`src/rtl/core/rcf_pkg.sv`:
```
`default_nettype none

package rcf_pkg;

   localparam int MAX_WIDTH  = 2048;
   localparam int MAX_HEIGHT = 4096;
   localparam int MIN_SIZE   = 3;

   localparam int WIDTH_REG_W  = 12;
   localparam int HEIGHT_REG_W = 13;
   localparam int CSR_INDEX_W  = 2;
   localparam int CSR_DATA_W   = 13;

   localparam int COL_W   = $clog2(MAX_WIDTH);
   localparam int EFF_W_W = $clog2(MAX_WIDTH + 1);
   localparam int EFF_H_W = $clog2(MAX_HEIGHT + 1);
   localparam int ROW_W   = $clog2(MAX_HEIGHT + 3);

   localparam logic [CSR_INDEX_W-1:0] CSR_FILTER_MODE  = 2'd0;
   localparam logic [CSR_INDEX_W-1:0] CSR_IMAGE_WIDTH  = 2'd1;
   localparam logic [CSR_INDEX_W-1:0] CSR_IMAGE_HEIGHT = 2'd2;

   localparam logic                    MODE_SMOOTH  = 1'b0;
   localparam logic                    MODE_SHARPEN = 1'b1;
   localparam logic [WIDTH_REG_W-1:0]  WIDTH_RESET  = 12'd640;
   localparam logic [HEIGHT_REG_W-1:0] HEIGHT_RESET = 13'd480;

   localparam int CHANNELS   = 3;
   localparam int CHANNEL_W  = 8;
   localparam int PIXEL_W    = CHANNELS * CHANNEL_W;
   localparam int ROW_PAIR_W = 2 * PIXEL_W;
   localparam int WIN_N      = 3;
   localparam int PIXEL_MAX  = 255;

   // Kernel weights. The sharpening neighbours weigh -1, so the sum becomes
   // (centre + 1) * c - total; smoothing neighbours weigh 1.
   localparam int SMOOTH_CENTRE = 4;
   localparam int SHARP_CENTRE  = 20;
   localparam int SMOOTH_GAIN   = SMOOTH_CENTRE - 1;
   localparam int SHARP_GAIN    = SHARP_CENTRE + 1;

   // Division by 12 is a shift by two and a multiplication by the
   // reciprocal of three.
   localparam int QUOT_SHIFT  = 2;
   localparam int RECIP_MULT  = 683;
   localparam int RECIP_SHIFT = 11;

   localparam int TOTAL_W = $clog2(WIN_N * WIN_N * PIXEL_MAX + 1);
   localparam int ACC_W   = $clog2(SHARP_GAIN * PIXEL_MAX + 1);
   localparam int Q_W     = ACC_W - QUOT_SHIFT;
   localparam int RECIP_W = $clog2(RECIP_MULT + 1);
   localparam int PROD_W  = Q_W + RECIP_W;
   localparam int QUOT_W  = PROD_W - RECIP_SHIFT;

   typedef logic [PIXEL_W-1:0] pixel_type;
   typedef pixel_type [WIN_N-1:0][WIN_N-1:0] window_type;

   typedef struct packed {
      window_type win;
      logic       border;
      logic       last;
   } win_word_type;

endpackage

`default_nettype wire

```
`src/rtl/core/rcf_kernel.sv`:
```
`default_nettype none

module rcf_kernel
   import rcf_pkg::*;
(
   input  wire logic             clock,
   input  wire logic             reset,
   input  wire logic             filter_mode,
   input  wire logic             in_valid,
   output      logic             in_ready,
   input  wire win_word_type     in_word,
   output      logic             out_valid,
   input  wire logic             out_ready,
   output      logic [PIXEL_W-1:0] pixel_out,
   output      logic             frame_last
);

   logic         s2_valid_ff;
   win_word_type s2_word_ff;

   logic                              s3_valid_ff;
   logic [CHANNELS-1:0][TOTAL_W-1:0]  s3_total_ff;
   pixel_type                         s3_centre_ff;
   logic                              s3_border_ff;
   logic                              s3_last_ff;

   logic                          s4_valid_ff;
   logic [CHANNELS-1:0][Q_W-1:0]  s4_q_ff;
   logic [CHANNELS-1:0]           s4_neg_ff;
   pixel_type                     s4_centre_ff;
   logic                          s4_border_ff;
   logic                          s4_last_ff;

   logic      out_valid_ff;
   pixel_type pixel_out_ff;
   logic      frame_last_ff;

   logic out_free;
   logic s4_free;
   logic s3_free;
   logic s2_free;

   logic [CHANNELS-1:0][TOTAL_W-1:0]   total_sum;
   logic [CHANNELS-1:0][ACC_W-1:0]     sharp_gain;
   logic [CHANNELS-1:0][ACC_W-1:0]     smooth_gain;
   logic [CHANNELS-1:0][ACC_W-1:0]     acc_mag;
   logic [CHANNELS-1:0]                acc_neg;
   logic [CHANNELS-1:0][PROD_W-1:0]    prod;
   logic [CHANNELS-1:0][QUOT_W-1:0]    quot;
   pixel_type                          filtered;

   assign out_free = !out_valid_ff || out_ready;
   assign s4_free  = !s4_valid_ff || out_free;
   assign s3_free  = !s3_valid_ff || s4_free;
   assign s2_free  = !s2_valid_ff || s3_free;
   assign in_ready = s2_free;

   always_comb begin
      for (int ch = 0; ch < CHANNELS; ch++) begin
         total_sum[ch] = '0;
         for (int i = 0; i < WIN_N; i++) begin
            for (int j = 0; j < WIN_N; j++) begin
               total_sum[ch] = total_sum[ch]
                  + TOTAL_W'(s2_word_ff.win[i][j][ch*CHANNEL_W +: CHANNEL_W]);
            end
         end
      end
   end

   always_comb begin
      for (int ch = 0; ch < CHANNELS; ch++) begin
         sharp_gain[ch]  = ACC_W'(s3_centre_ff[ch*CHANNEL_W +: CHANNEL_W])
                           * ACC_W'(SHARP_GAIN);
         smooth_gain[ch] = ACC_W'(s3_centre_ff[ch*CHANNEL_W +: CHANNEL_W])
                           * ACC_W'(SMOOTH_GAIN);
         if (filter_mode == MODE_SHARPEN) begin
            acc_neg[ch] = ACC_W'(s3_total_ff[ch]) > sharp_gain[ch];
            acc_mag[ch] = sharp_gain[ch] - ACC_W'(s3_total_ff[ch]);
         end else begin
            acc_neg[ch] = 1'b0;
            acc_mag[ch] = ACC_W'(s3_total_ff[ch]) + smooth_gain[ch];
         end
      end
   end

   always_comb begin
      for (int ch = 0; ch < CHANNELS; ch++) begin
         prod[ch] = PROD_W'(s4_q_ff[ch]) * PROD_W'(RECIP_MULT);
         quot[ch] = prod[ch][PROD_W-1:RECIP_SHIFT];
         if (s4_neg_ff[ch]) begin
            filtered[ch*CHANNEL_W +: CHANNEL_W] = '0;
         end else if (quot[ch] > QUOT_W'(PIXEL_MAX)) begin
            filtered[ch*CHANNEL_W +: CHANNEL_W] = CHANNEL_W'(PIXEL_MAX);
         end else begin
            filtered[ch*CHANNEL_W +: CHANNEL_W] = quot[ch][CHANNEL_W-1:0];
         end
      end
   end

   always_ff @(posedge clock) begin
      if (reset) begin
         s2_valid_ff  <= 1'b0;
         s3_valid_ff  <= 1'b0;
         s4_valid_ff  <= 1'b0;
         out_valid_ff <= 1'b0;
      end else begin
         if (s2_free) begin
            s2_valid_ff <= in_valid;
         end
         if (s3_free) begin
            s3_valid_ff <= s2_valid_ff;
         end
         if (s4_free) begin
            s4_valid_ff <= s3_valid_ff;
         end
         if (out_free) begin
            out_valid_ff <= s4_valid_ff;
         end
      end
   end

   always_ff @(posedge clock) begin
      if (s2_free) begin
         s2_word_ff <= in_word;
      end
      if (s3_free) begin
         s3_total_ff  <= total_sum;
         s3_centre_ff <= s2_word_ff.win[1][1];
         s3_border_ff <= s2_word_ff.border;
         s3_last_ff   <= s2_word_ff.last;
      end
      if (s4_free) begin
         for (int ch = 0; ch < CHANNELS; ch++) begin
            s4_q_ff[ch] <= acc_mag[ch][ACC_W-1:QUOT_SHIFT];
         end
         s4_neg_ff    <= acc_neg;
         s4_centre_ff <= s3_centre_ff;
         s4_border_ff <= s3_border_ff;
         s4_last_ff   <= s3_last_ff;
      end
      if (out_free) begin
         pixel_out_ff  <= s4_border_ff ? s4_centre_ff : filtered;
         frame_last_ff <= s4_last_ff;
      end
   end

   assign out_valid  = out_valid_ff;
   assign pixel_out  = pixel_out_ff;
   assign frame_last = frame_last_ff;

endmodule

`default_nettype wire

```
`config.mk`:
```
export PLATFORM = sky130hd
export DESIGN_NAME = rcf_kernel
export DESIGN_NICKNAME = d
export VERILOG_FILES = /design/src/rtl/core/rcf_pkg.sv /design/src/rtl/core/rcf_kernel.sv
export SDC_FILE = /design/constraint.sdc
export NUM_CORES = 1
export LEC_CHECK = 0
export BUFFER_PORTS_ARGS = -buffer_cell sky130_fd_sc_hd__buf_2
export CAP_MARGIN = 10
export CORE_ASPECT_RATIO = 0.7
export CORE_UTILIZATION = 65
export CTS_BUF_LIST = sky130_fd_sc_hd__clkbuf_4
export DETAILED_ROUTE_END_ITERATION = 7
export PLACE_DENSITY = 0.95
export SETUP_SLACK_MARGIN = 0.02
export SYNTH_ARGS = -nofsm -noshare
export SYNTH_HDL_FRONTEND = slang
export SYNTH_SLANG_ARGS = --single-unit
```
`constraint.sdc`:
```
create_clock -name clock -period 13.2 [get_ports clock]
set_clock_uncertainty 0.15 [all_clocks]
set_input_delay 1.32 -clock clock [delete_from_list [all_inputs] [get_ports clock]]
set_output_delay 1.32 -clock clock [all_outputs]
set_load 0.1 [all_outputs]
```
# [Yosys cells after proc, flatten, opt, wreduce, memory -nomap -nowiden]
# Index checks and enable logic that the tools add are counted.
[op_classes] n_addsub=30 mul=9 div_mod_pow=0 n_lt_le_gt_ge=6 eq_ne=0 shifts=0 mux=10 bitwise_logic=0 reduce_logical=8
[op_table] cell="12-bit by 8-bit adder with 12-bit output" n=12
[op_table] cell="11-bit by 10-bit multiplier with 21-bit output, second input constant" n=3
[op_table] cell="8-bit 2-to-1 mux" n=6
[op_table] cell="12-bit by 10-bit adder with 13-bit output" n=3
[op_table] cell="12-bit by 13-bit greater-than comparator with 1-bit output" n=3
[op_table] cell="8-bit by 5-bit multiplier with 13-bit output, second input constant" n=3
[op_table] cell="13-bit 2-to-1 mux" n=3
[op_table] cell="13-bit by 12-bit subtractor with 13-bit output" n=3
[op_table] cell="11-bit by 8-bit adder with 12-bit output" n=3
[op_table] cell="10-bit by 8-bit adder with 11-bit output" n=3
[op_table] cell="9-bit by 8-bit adder with 10-bit output" n=3
[op_table] cell="10-bit by 8-bit greater-than comparator with 1-bit output, second input constant" n=3
[op_table] cell="8-bit by 2-bit multiplier with 10-bit output, second input constant" n=3
[op_table] cell="8-bit by 8-bit adder with 9-bit output" n=3
[op_table] cell="24-bit 2-to-1 mux" n=1
[op_table] cell="1-bit logical NOT" n=4
[op_table] cell="1-bit logical OR" n=4
[word_totals] reg_bits=371 latchBits=0 ram_bits=0 rom_bits=0 input_bits=223 out_inout_bits=27 elab_cells=93 mem_count=0

# [Depth between registers and ports, before layout]
# Gate-level depths: netlist (run 1).
[logic_depth] ltp_word=8 ltp_mapped=20 ltp_nobuf=20

# [Worst setup path before layout (run 1)]
# Ideal clock, no wire load.
[synth_timing] kind="input-to-output" startpoint="input port out_ready" endpoint="output port in_ready" t_arrival_ns=6.783 required_ns=11.730 slack_ns=4.947 stages=3 n_path_buf=0 cell_sequence="nor2b_1 > and3_1 > nand2_1"
[synth_between] elab_chain_cells=4
[synth_rtl] item="start, declared" line="rcf_kernel.sv:13" source="input wire logic out_ready,"
[synth_rtl] item="1-bit logical OR" line="rcf_kernel.sv:52" source="assign out_free = !out_valid_ff || out_ready;"
[synth_rtl] item="1-bit logical OR" line="rcf_kernel.sv:53" source="assign s4_free = !s4_valid_ff || out_free;"
[synth_rtl] item="1-bit logical OR" line="rcf_kernel.sv:54" source="assign s3_free = !s3_valid_ff || s4_free;"
[synth_rtl] item="1-bit logical OR" line="rcf_kernel.sv:55" source="assign s2_free = !s2_valid_ff || s3_free;"
[synth_rtl] item="end, declared" line="rcf_kernel.sv:10" source="output logic in_ready,"
# Every way passes these cells.

# [Final worst setup path (run 1)]
[layout_timing] startpoint="register s4_q_ff[12] (netlist name)" endpoint="register pixel_out_ff[10], in the netlist pixel_out[10], data pin"
[layout_between] elab_chain_cells=5
[layout_rtl] item="start, declared" line="rcf_kernel.sv:28" source="logic [CHANNELS-1:0][Q_W-1:0] s4_q_ff;"
[layout_rtl] item="start signal, assigned by index" line="rcf_kernel.sv:134" source="s4_q_ff[ch] <= acc_mag[ch][ACC_W-1:QUOT_SHIFT];"
[layout_rtl] item="11-bit by 10-bit multiplier with 21-bit output (*)" line="rcf_kernel.sv:88" source="prod[ch] = PROD_W'(s4_q_ff[ch]) * PROD_W'(RECIP_MULT);"
[layout_rtl] item="10-bit by 8-bit greater-than comparator with 1-bit output" line="rcf_kernel.sv:92" source="end else if (quot[ch] > QUOT_W'(PIXEL_MAX)) begin"
[layout_rtl] item="8-bit 2-to-1 mux (*)" line="rcf_kernel.sv:92"
[layout_rtl] item="8-bit 2-to-1 mux (*)" line="rcf_kernel.sv:90" source="if (s4_neg_ff[ch]) begin"
[layout_rtl] item="24-bit 2-to-1 mux (*)" line="rcf_kernel.sv:142" source="pixel_out_ff <= s4_border_ff ? s4_centre_ff : filtered;"
[layout_rtl] item="end signal, assigned" line="rcf_kernel.sv:142"
[layout_rtl] item="end, declared" line="rcf_kernel.sv:35" source="pixel_type pixel_out_ff;"
# Every way passes the cells marked *; elsewhere a longest branch is shown, timed or not.
# A chain may end at the register's enable or synchronous reset.

==> results.txt, run 1 <==
* Number of DRC markers after the initial detailed-route iteration: 1180
* Placed cell count: 2863
* Area of combinational cells with multiple inputs: 0.0142 mm2
- 250 I/O pins were placed.
- Summed over all nets, the half-perimeter wirelength after detailed placement is 46400 um.
* Std-Cell Core Area: 0.0401 mm2
- Final nets: 3281
* Number of global-route vias before repair: 18700
- Average wire length per cell after detail routing: 19.6 um
- Post-synth top flop: edfxtp_1
* CP most frequent cell: fa_1
- Along the worst hold path, the cell count comes to 0.
* Total routed wirelength: 59300 um
* Post-synth ARST share: 0%
- Relative to the synthesized area, the layout overhead comes to 11.6%.
- Logic depth of the worst register-to-register path: 16
- Antenna violations before repair: 3
* Cells resized by post-CTS repair: 0
- Number of setup violations in the final report: 0
- For the pin with the worst max-slew slack, the measured transition is 1.12 ns.
- Static timing analysis puts the maximum clock frequency at 0.166 GHz.
- Clock latency on the worst-skew pair, taken at its later pin, is 0.78 ns.
- When the netlist entered floorplanning its net count stood at 2948.
* Row Count: 61
* DR DRC count: 0
- Number of distinct standard cells referenced by the synthesized netlist: 54
- Counting the fill cells in the layout gives 2434.
- Using the TritonRoute via totals, the vias-per-cell ratio works out to 5.67.
- Total gr overflow: 0
* Critical path capture point type: register
- Total vias in the final route: 17200
* Buffer depth of the longest clock path: 3
- For the worst setup path, the data required time is 13.55 ns.
* Clock slew at reported path FFs: 0.07 ns
* Kind of start point of the critical path: register
- The average instance in the mapped netlist occupies 12.8 um2.
- During synthesis, Yosys emitted a total of 0 warnings.
* Overall routing resource usage: 29.7%
- On the final layout, the worst hold slack is 0.270 ns.
- Setup repair after global routing missed its margin: false
- The H-tree was split into 3 levels.
- Of all nets on the critical path, the largest fanout is 8.
- In the final layout, flip-flops and latches occupy 0.0111 mm2.
* Register area share after synthesis: 41.4%
- Input/output buffers: 249
- The number of clock buffers added by TritonCTS is 89.
* Total iterations of the first detailed-routing run: 7
- The number of failing hold endpoints at the final stage was 0.
- Run status: completed
* Worst Path Class, Setup: register to register
- Master of the slowest instance on the critical path: fa_1
- Relative slew margins: 25.3%
- Synthesized cell area: 0.0268 mm2
- Biggest cell delay along the critical path: 0.56 ns
- In the finished design, the share of the clock period the worst path needs comes to 45.6%.
- Post-synthesis register bit count: 371
- Final instance count without filler cells: 3029
* Cell count after synthesis: 2086
- The number of pins exceeding their max-slew limit in the final report was 0.
- The synthesized design contains 367 enable-type register cells.
- Gp weighted congestion: 0.911
- TritonCTS clock tree: yes
- Number of antenna-violating nets in the routed design: 0
* Starting utilization of the core area: 66.7%
* Sinks on Clock Net: 371
- First-pass GRT wire length: 95800 um
* Final sum of negative setup slack: 0 ns
- Shortest period the worst path allows: 6.02 ns
* Data arrival time of the worst path: 6.37 ns
- In this run the vertical extent of the chip is 172 um.
* Cts-stage hold buffer count: 0
* Fraction of layout cells with a size suffix above 1: 16.8%
- Chip Width: 245 um
* Hold/Removal Path Class: register to register
- Entering global routing, the biggest net connects 197 pins.
- Number of max-cap violations: 0
- Walking the worst path, the cells encountered are ha_1 -> fa_1 -> fa_1 -> fa_1 -> inv_1 -> fa_1 -> inv_1 -> ha_1 -> o21a_1 -> nor2b_1 -> a221oi_2 -> a211oi_1 -> a211o_1 -> or4_1 -> a311o_1 -> a2bb2oi_1.
- Floorplan die area: 0.0421 mm2
- Clock root buffer: clkbuf_4
* # Post-CTS Setup Buffers: 0
-- flip-flops by register name (all words and copies together), names as in the netlist, 3 cells and up --
name and count:
s4_neg_ff 3, s2_word_ff 218, s3_centre_ff 24, s4_q_ff 33, s3_total_ff 36, pixel_out 24
s4_centre_ff 24
-- through the flow --
step / setup WS, ns / utilization (%) / cell area (um2)
6_report: 7.18 / 74.5 / 29900
3_3_place_gp: 7.33 / 71.5 / 28700
3_5_place_dp: 7.17 / 71.5 / 28700
5_1_grt: 6.89 / 74.4 / 29900
4_1_cts: 7.18 / 74.4 / 29900
2_1_floorplan: 4.95 / - / 26800
-- cells in the final DEF, fill, tap and decap left out, types with 5 or more instances in the layout --
master and count:
inv_1 393, edfxtp_1 367, ha_1 366, fa_1 273, buf_2 249, clkbuf_4 127
a21oi_1 98, nor2_1 89, xnor2_1 78, nand2_1 58, o21ai_0 51, a21o_1 29
xor2_1 25, nor2b_1 23, nor3_1 22, nand3_1 18, nand2b_1 17, o21a_1 16
clkinv_1 16, clkinv_2 12, and3_1 11, a21boi_0 10, o31ai_1 10, a211o_1 9
o211ai_1 9, or3_1 8, a2bb2oi_1 8, a31oi_1 7, a221o_1 7, o21bai_1 6
a211oi_1 5, a41o_1 5, or2_2 5
-- final cells by class --
type | instances | share of cell area (%)
multi-input cells | 1309 | 47.4
flip-flops and latches | 371 | 37.1
inverters | 395 | 4.96
repair buffers | 253 | 4.31
clock buffers | 127 | 3.19
well taps | 535 | 2.24
clock inverters | 36 | 0.695
diodes | 3 | 0.0251
-- metal layers --
layer	share of wire, %	vias up	global-route usage [%]	wire length, um
li1	-	7889	-	-
met1	41	8401	39.5	24500
met2	48	762	50.0	28800
met3	7.6	125	5.42	4510
met4	2.6	0	9.59	1530
met5	0	-	0	0
-- critical path: cells and delay by family (launching register included) --
family	cells	cell delay (ns)
adders and majority gates	6	2.71
and+or+nand+nor	2	0.56
DFF	1	0.46
buffers and inverters	2	0.09
AOI/OAI and AO/OA	6	1.81
-- synth_stat cells (3+ instances only) --
master	instances	share of area [%]
nor3b_1	3	0.084
a21oi_1	98	1.8
a31oi_1	7	0.16
o31a_1	3	0.098
fa_1	273	20
o21ai_0	51	0.95
xnor2_1	78	2.5
nand2_1	60	0.84
and3_1	11	0.26
a211oi_1	5	0.14
a221o_1	7	0.26
a21boi_0	10	0.28
xor2_1	25	0.82
edfxtp_1	367	41
clkbuf_1	10	0.14
or2_2	5	0.12
nor3_1	22	0.41
nand4_1	4	0.093
inv_1	394	5.5
a2bb2oi_1	8	0.26
nor2_1	89	1.2
a211o_1	9	0.29
nor4_1	3	0.070
o41ai_1	3	0.098
o31ai_1	10	0.28
a41o_1	5	0.19
ha_1	366	17
o21bai_1	6	0.17
o2111ai_1	4	0.13
or3_1	8	0.19
a21o_1	29	0.81
nand2b_1	17	0.40
dfxtp_1	4	0.30
o22ai_1	3	0.070
o21a_1	16	0.45
nor2b_1	23	0.54
nand3_1	18	0.34
o211ai_1	9	0.25
a31o_2	4	0.13
-- worst paths after layout --
kind / from / to / slack [ns]
min: s4_last_ff / frame_last / 0.27
min reg2reg: s4_last_ff / frame_last / 0.27
max: s4_q_ff[12] / pixel_out[10] / 7.18
max reg2reg: s4_q_ff[12] / pixel_out[10] / 7.18
-- cells by family after synthesis --
kind of cell | share of synthesized area [%]
muxes | 0.159
DFF | 41.4
adders and majority gates | 37.5
buffers and inverters | 5.69
xor gates and xnor gates | 3.37
and+or+nand+nor | 4.66
AOI/OAI and AO/OA | 7.21
Power of run 1 is left out: the tool's default activity adds up to more than one toggle a clock period on the data nets, which glitch-free logic cannot reach.
==> inputs of run 2 (changes only) <==
--- a/config.mk
+++ b/config.mk
@@ -8,10 +8,10 @@
 export BUFFER_PORTS_ARGS = -buffer_cell sky130_fd_sc_hd__buf_2
 export CAP_MARGIN = 10
 export CORE_ASPECT_RATIO = 0.7
-export CORE_UTILIZATION = 65
+export CORE_UTILIZATION = 57
 export CTS_BUF_LIST = sky130_fd_sc_hd__clkbuf_4
 export DETAILED_ROUTE_END_ITERATION = 7
-export PLACE_DENSITY = 0.95
+export PLACE_DENSITY = 0.89
 export SETUP_SLACK_MARGIN = 0.02
 export SYNTH_ARGS = -nofsm -noshare
 export SYNTH_HDL_FRONTEND = slang
==> constraint.sdc (replaced) <==
create_clock -name clock -period 5.3 [get_ports clock]
set_clock_uncertainty 0.15 [all_clocks]
set_input_delay 0.53 -clock clock [delete_from_list [all_inputs] [get_ports clock]]
set_output_delay 0.53 -clock clock [all_outputs]
set_load 0.1 [all_outputs]
==> run 2 against run 1 <==
Against the previous run:
- the run now ends with DRC, setup timing left
- design area grew 9.7%
- sequential cell count is the same
- via count grew 9.0%
- critical path depth unchanged
- routed wire length increased by 19%
- register-to-register slack worse by 7.3 ns
- setup slack lost 7.3 ns
- die area is 14% higher
- hold slack worse by 0.055 ns
- non-clock buffer count increased by 261
==> results.txt, run 2 (synthesized netlist as in run 1, its figures left out) <==
* Via density per instance: 5.55 (was 5.67)
- Input/output buffers: 249 (unchanged)
- Critical path capture point type: register (unchanged)
* Area of all placed cells without fillers: 0.0328 mm2 (was 0.0299 mm2)
* Average wire length per cell after detail routing: 20.9 um (was 19.6 um)
- The top achievable clock speed came to 0.183 GHz (was 0.166 GHz).
- The required time of the critical path came to 5.71 ns (was 13.55 ns).
- M3 GR Usage: 6.12% (was 5.42%)
- The critical path launch point type is a register (unchanged).
- The number of placed instances with taps included was 2965 (was 2863).
- The clock tree from TritonCTS is yes (unchanged).
- The number of failing hold endpoints at the final stage came to 0 (unchanged).
- Total of fill cells in the finished design: 2945 (was 2434)
* Slew Limit Fails: 0 (unchanged)
* Number of flip-flops under the largest register name: 218 (unchanged)
- Total routed wirelength: 70600 um (was 59300 um)
- The aggregate global routing overflow was 0 (unchanged).
- Fraction of layout cells with a size suffix above 1: 17.4% (was 16.8%)
- The count of unresolved DRC violations after routing came to 4 (was 0).
- Final instance count without filler cells: 3375 (was 3029)
- Most used routing layer: met2 (unchanged)
- Clock root buffer: clkbuf_4 (unchanged)
* Number of DRC markers after the initial detailed-route iteration: 1498 (was 1180)
- Hpwl dp: 45400 um (was 46400 um)
- The initial standard-cell utilization of the core came to 57.7% (was 66.7%).
- The number of nets in the layout came to 3546 (was 3281).
- Start point of the critical path: s4_q_ff[13] (was s4_q_ff[12])
- Top flop regs: s2_word_ff: 218 flops, s3_total_ff: 36 flops, s4_q_ff: 33 flops (unchanged).
- The commonest non-fill, non-tap cell in the layout is inv_1 (unchanged).
* Number of max-cap violations: 0 (unchanged)
- Number of antenna-violating nets in the routed design: 0 (unchanged)
- Relative slew margins: 27.0% (was 25.3%)
* Met1 track utilization from global routing: 38.1% (was 39.5%)
* Top library cells by usage in the layout, fill and taps aside: inv_1, edfxtp_1, ha_1, fa_1, buf_2 (unchanged)
* Reg with most FFs: s2_word_ff (unchanged)
- Portion of the clock cycle consumed by the worst path in the final layout: 103% (was 45.6%)
- The count of H-tree levels built during CTS is 3 (unchanged).
- Hold/Removal Path Class: primary input to register (was register to register)
- The maximum buffer depth of the clock tree was 3 (unchanged).
- The area growth from synthesis to layout came to 22.3% (was 11.6%).
- The total die area is 0.0479 mm2 (was 0.0421 mm2).
- Antenna violations before repair: 7 (was 3)
- The post-detailed-placement cell area was 0.0291 mm2 (was 0.0287 mm2).
- First-pass GRT wire length: 109000 um (was 95800 um)
- The critical setup path kind is register to register (unchanged).
* Worst-Skew Late Latency: 0.86 ns (was 0.78 ns)
- Maximum number of pins on one net before global-route repair: 163 (was 197)
- Overall routing resource usage: 30.4% (was 29.7%)
- The total number of clock tree sinks is 371 (unchanged).
- Slew at the pin with the worst max-slew slack: 1.09 ns (was 1.12 ns)
- Number of setup violations in the final report: 8 (was 0)
- The worst path arrival time came to 5.87 ns (was 6.37 ns).
* Number of top-level pins: 250 (unchanged)
- Worst hold slack: 0.215 ns (was 0.270 ns)
- Shortest period the worst path allows: 5.46 ns (was 6.02 ns)
* Setup repair after global routing missed its margin: true (was false)
* Clock slew at reported path FFs: 0.08 ns (was 0.07 ns)
- Run status: finished with violations (was completed)
- The post-route setup TNS is -1.17 ns (was 0 ns).
- Overall die height: 183 um (was 172 um)
* Setup slack after layout: -0.158 ns (was 7.18 ns)
- The checks that failed: DRC, setup timing.
- Total iterations of the first detailed-routing run: 8 (was 7)
- Source of the worst register-to-register timing path: s4_q_ff[13] (was s4_q_ff[12])
* Maximum fanout along the worst path: 8 (unchanged)
- The source of the worst hold timing path is in_word[55] (was s4_last_ff).
- M2 GR Usage: 49.5% (was 50.0%)
* Gp weighted congestion: 0.887 (was 0.911)
* Row Count: 66 (was 61)
- Inserted Clock Buffers: 93 (was 89)
* Std-Cell Core Area: 0.0464 mm2 (was 0.0401 mm2)
* Number of global-route vias before repair: 20400 (was 18700)
- Total vias in the final route: 18700 (was 17200)
- Chip Width: 261 um (was 245 um)
-- run 2: cell types whose count changed in the layout (fill, tap and decap cells not counted), moves of 3 or more --
cell | previous run | this run
dlygate4sd3_1 | 0 | 221
buf_4 | 3 | 43
ha_1 | 366 | 355
ha_4 | 0 | 10
diode_2 | 3 | 10
clkinv_2 | 12 | 6
clkinv_1 | 16 | 21
o21ai_0 | 51 | 47
a21oi_1 | 98 | 95
a21oi_2 | 0 | 3
-- run 2: path summary, 6_finish.rpt --
check / to / cells after the start / slack [ns]
max: pixel_out[15] / 16 / -0.16
min: s2_word_ff[55] / 2 / 0.21
max reg2reg: pixel_out[15] / 16 / -0.16
min reg2reg: s3_last_ff / 0 / 0.26
-- run 2: metrics by stage --
step                util, %  setup slack, ns
CTS                    70.1           -0.176
global placement       62.6           -0.138
finish                 70.6           -0.158
detailed placement     62.6           -0.230
global route           70.6           -0.303
floorplan                 -           -0.115
-- run 2: what timing repair did --
| item | 4_1_cts | 5_1_grt |
|---|---|---|
| setup endpoints to repair | 15 | 27 |
| pin swaps | 2 | 12 |
| buffers inserted | 0 | 15 |
| resized for setup | 8 | 21 |
| hold buffers | 221 | 0 |
| hold endpoints to repair | 222 | 0 |
-- run 2: metal layers --
layer	part of all wire (%)	wire length, um	vias up
met4	5.6	3980	0
met5	0	0	-
met2	48	34000	923
met3	6.7	4760	276
li1	-	-	8429
met1	39	27900	9091
-- run 2: critical path, stage by stage, from the launching register on --
cell and delay [ns]:
edfxtp_1 0.48, ha_4 0.22, fa_1 0.54, fa_1 0.44, fa_1 0.49, inv_1 0.05, fa_1 0.49, inv_2 0.05
ha_4 0.21, o21a_1 0.21, nor2b_4 0.15, a221oi_4 0.27, a211oi_2 0.12, a211o_1 0.25, or4_1 0.47, a311o_2 0.46
a2bb2oi_2 0.18
-- run 2: area by class of cell --
| class | instances | area (um2) | area share (%) |
|---|---|---|---|
| clock inverter | 35 | 240 | 0.733 |
| antenna | 10 | 25.0 | 0.0763 |
| timing repair buffer | 514 | 3800 | 11.6 |
| clock buffer | 129 | 968 | 2.95 |
| tap | 612 | 766 | 2.34 |
| sequential | 371 | 11100 | 33.9 |
| multi-input combinational | 1309 | 14400 | 43.9 |
| inverter | 395 | 1480 | 4.52 |
Power of run 2 is left out for the same reason.
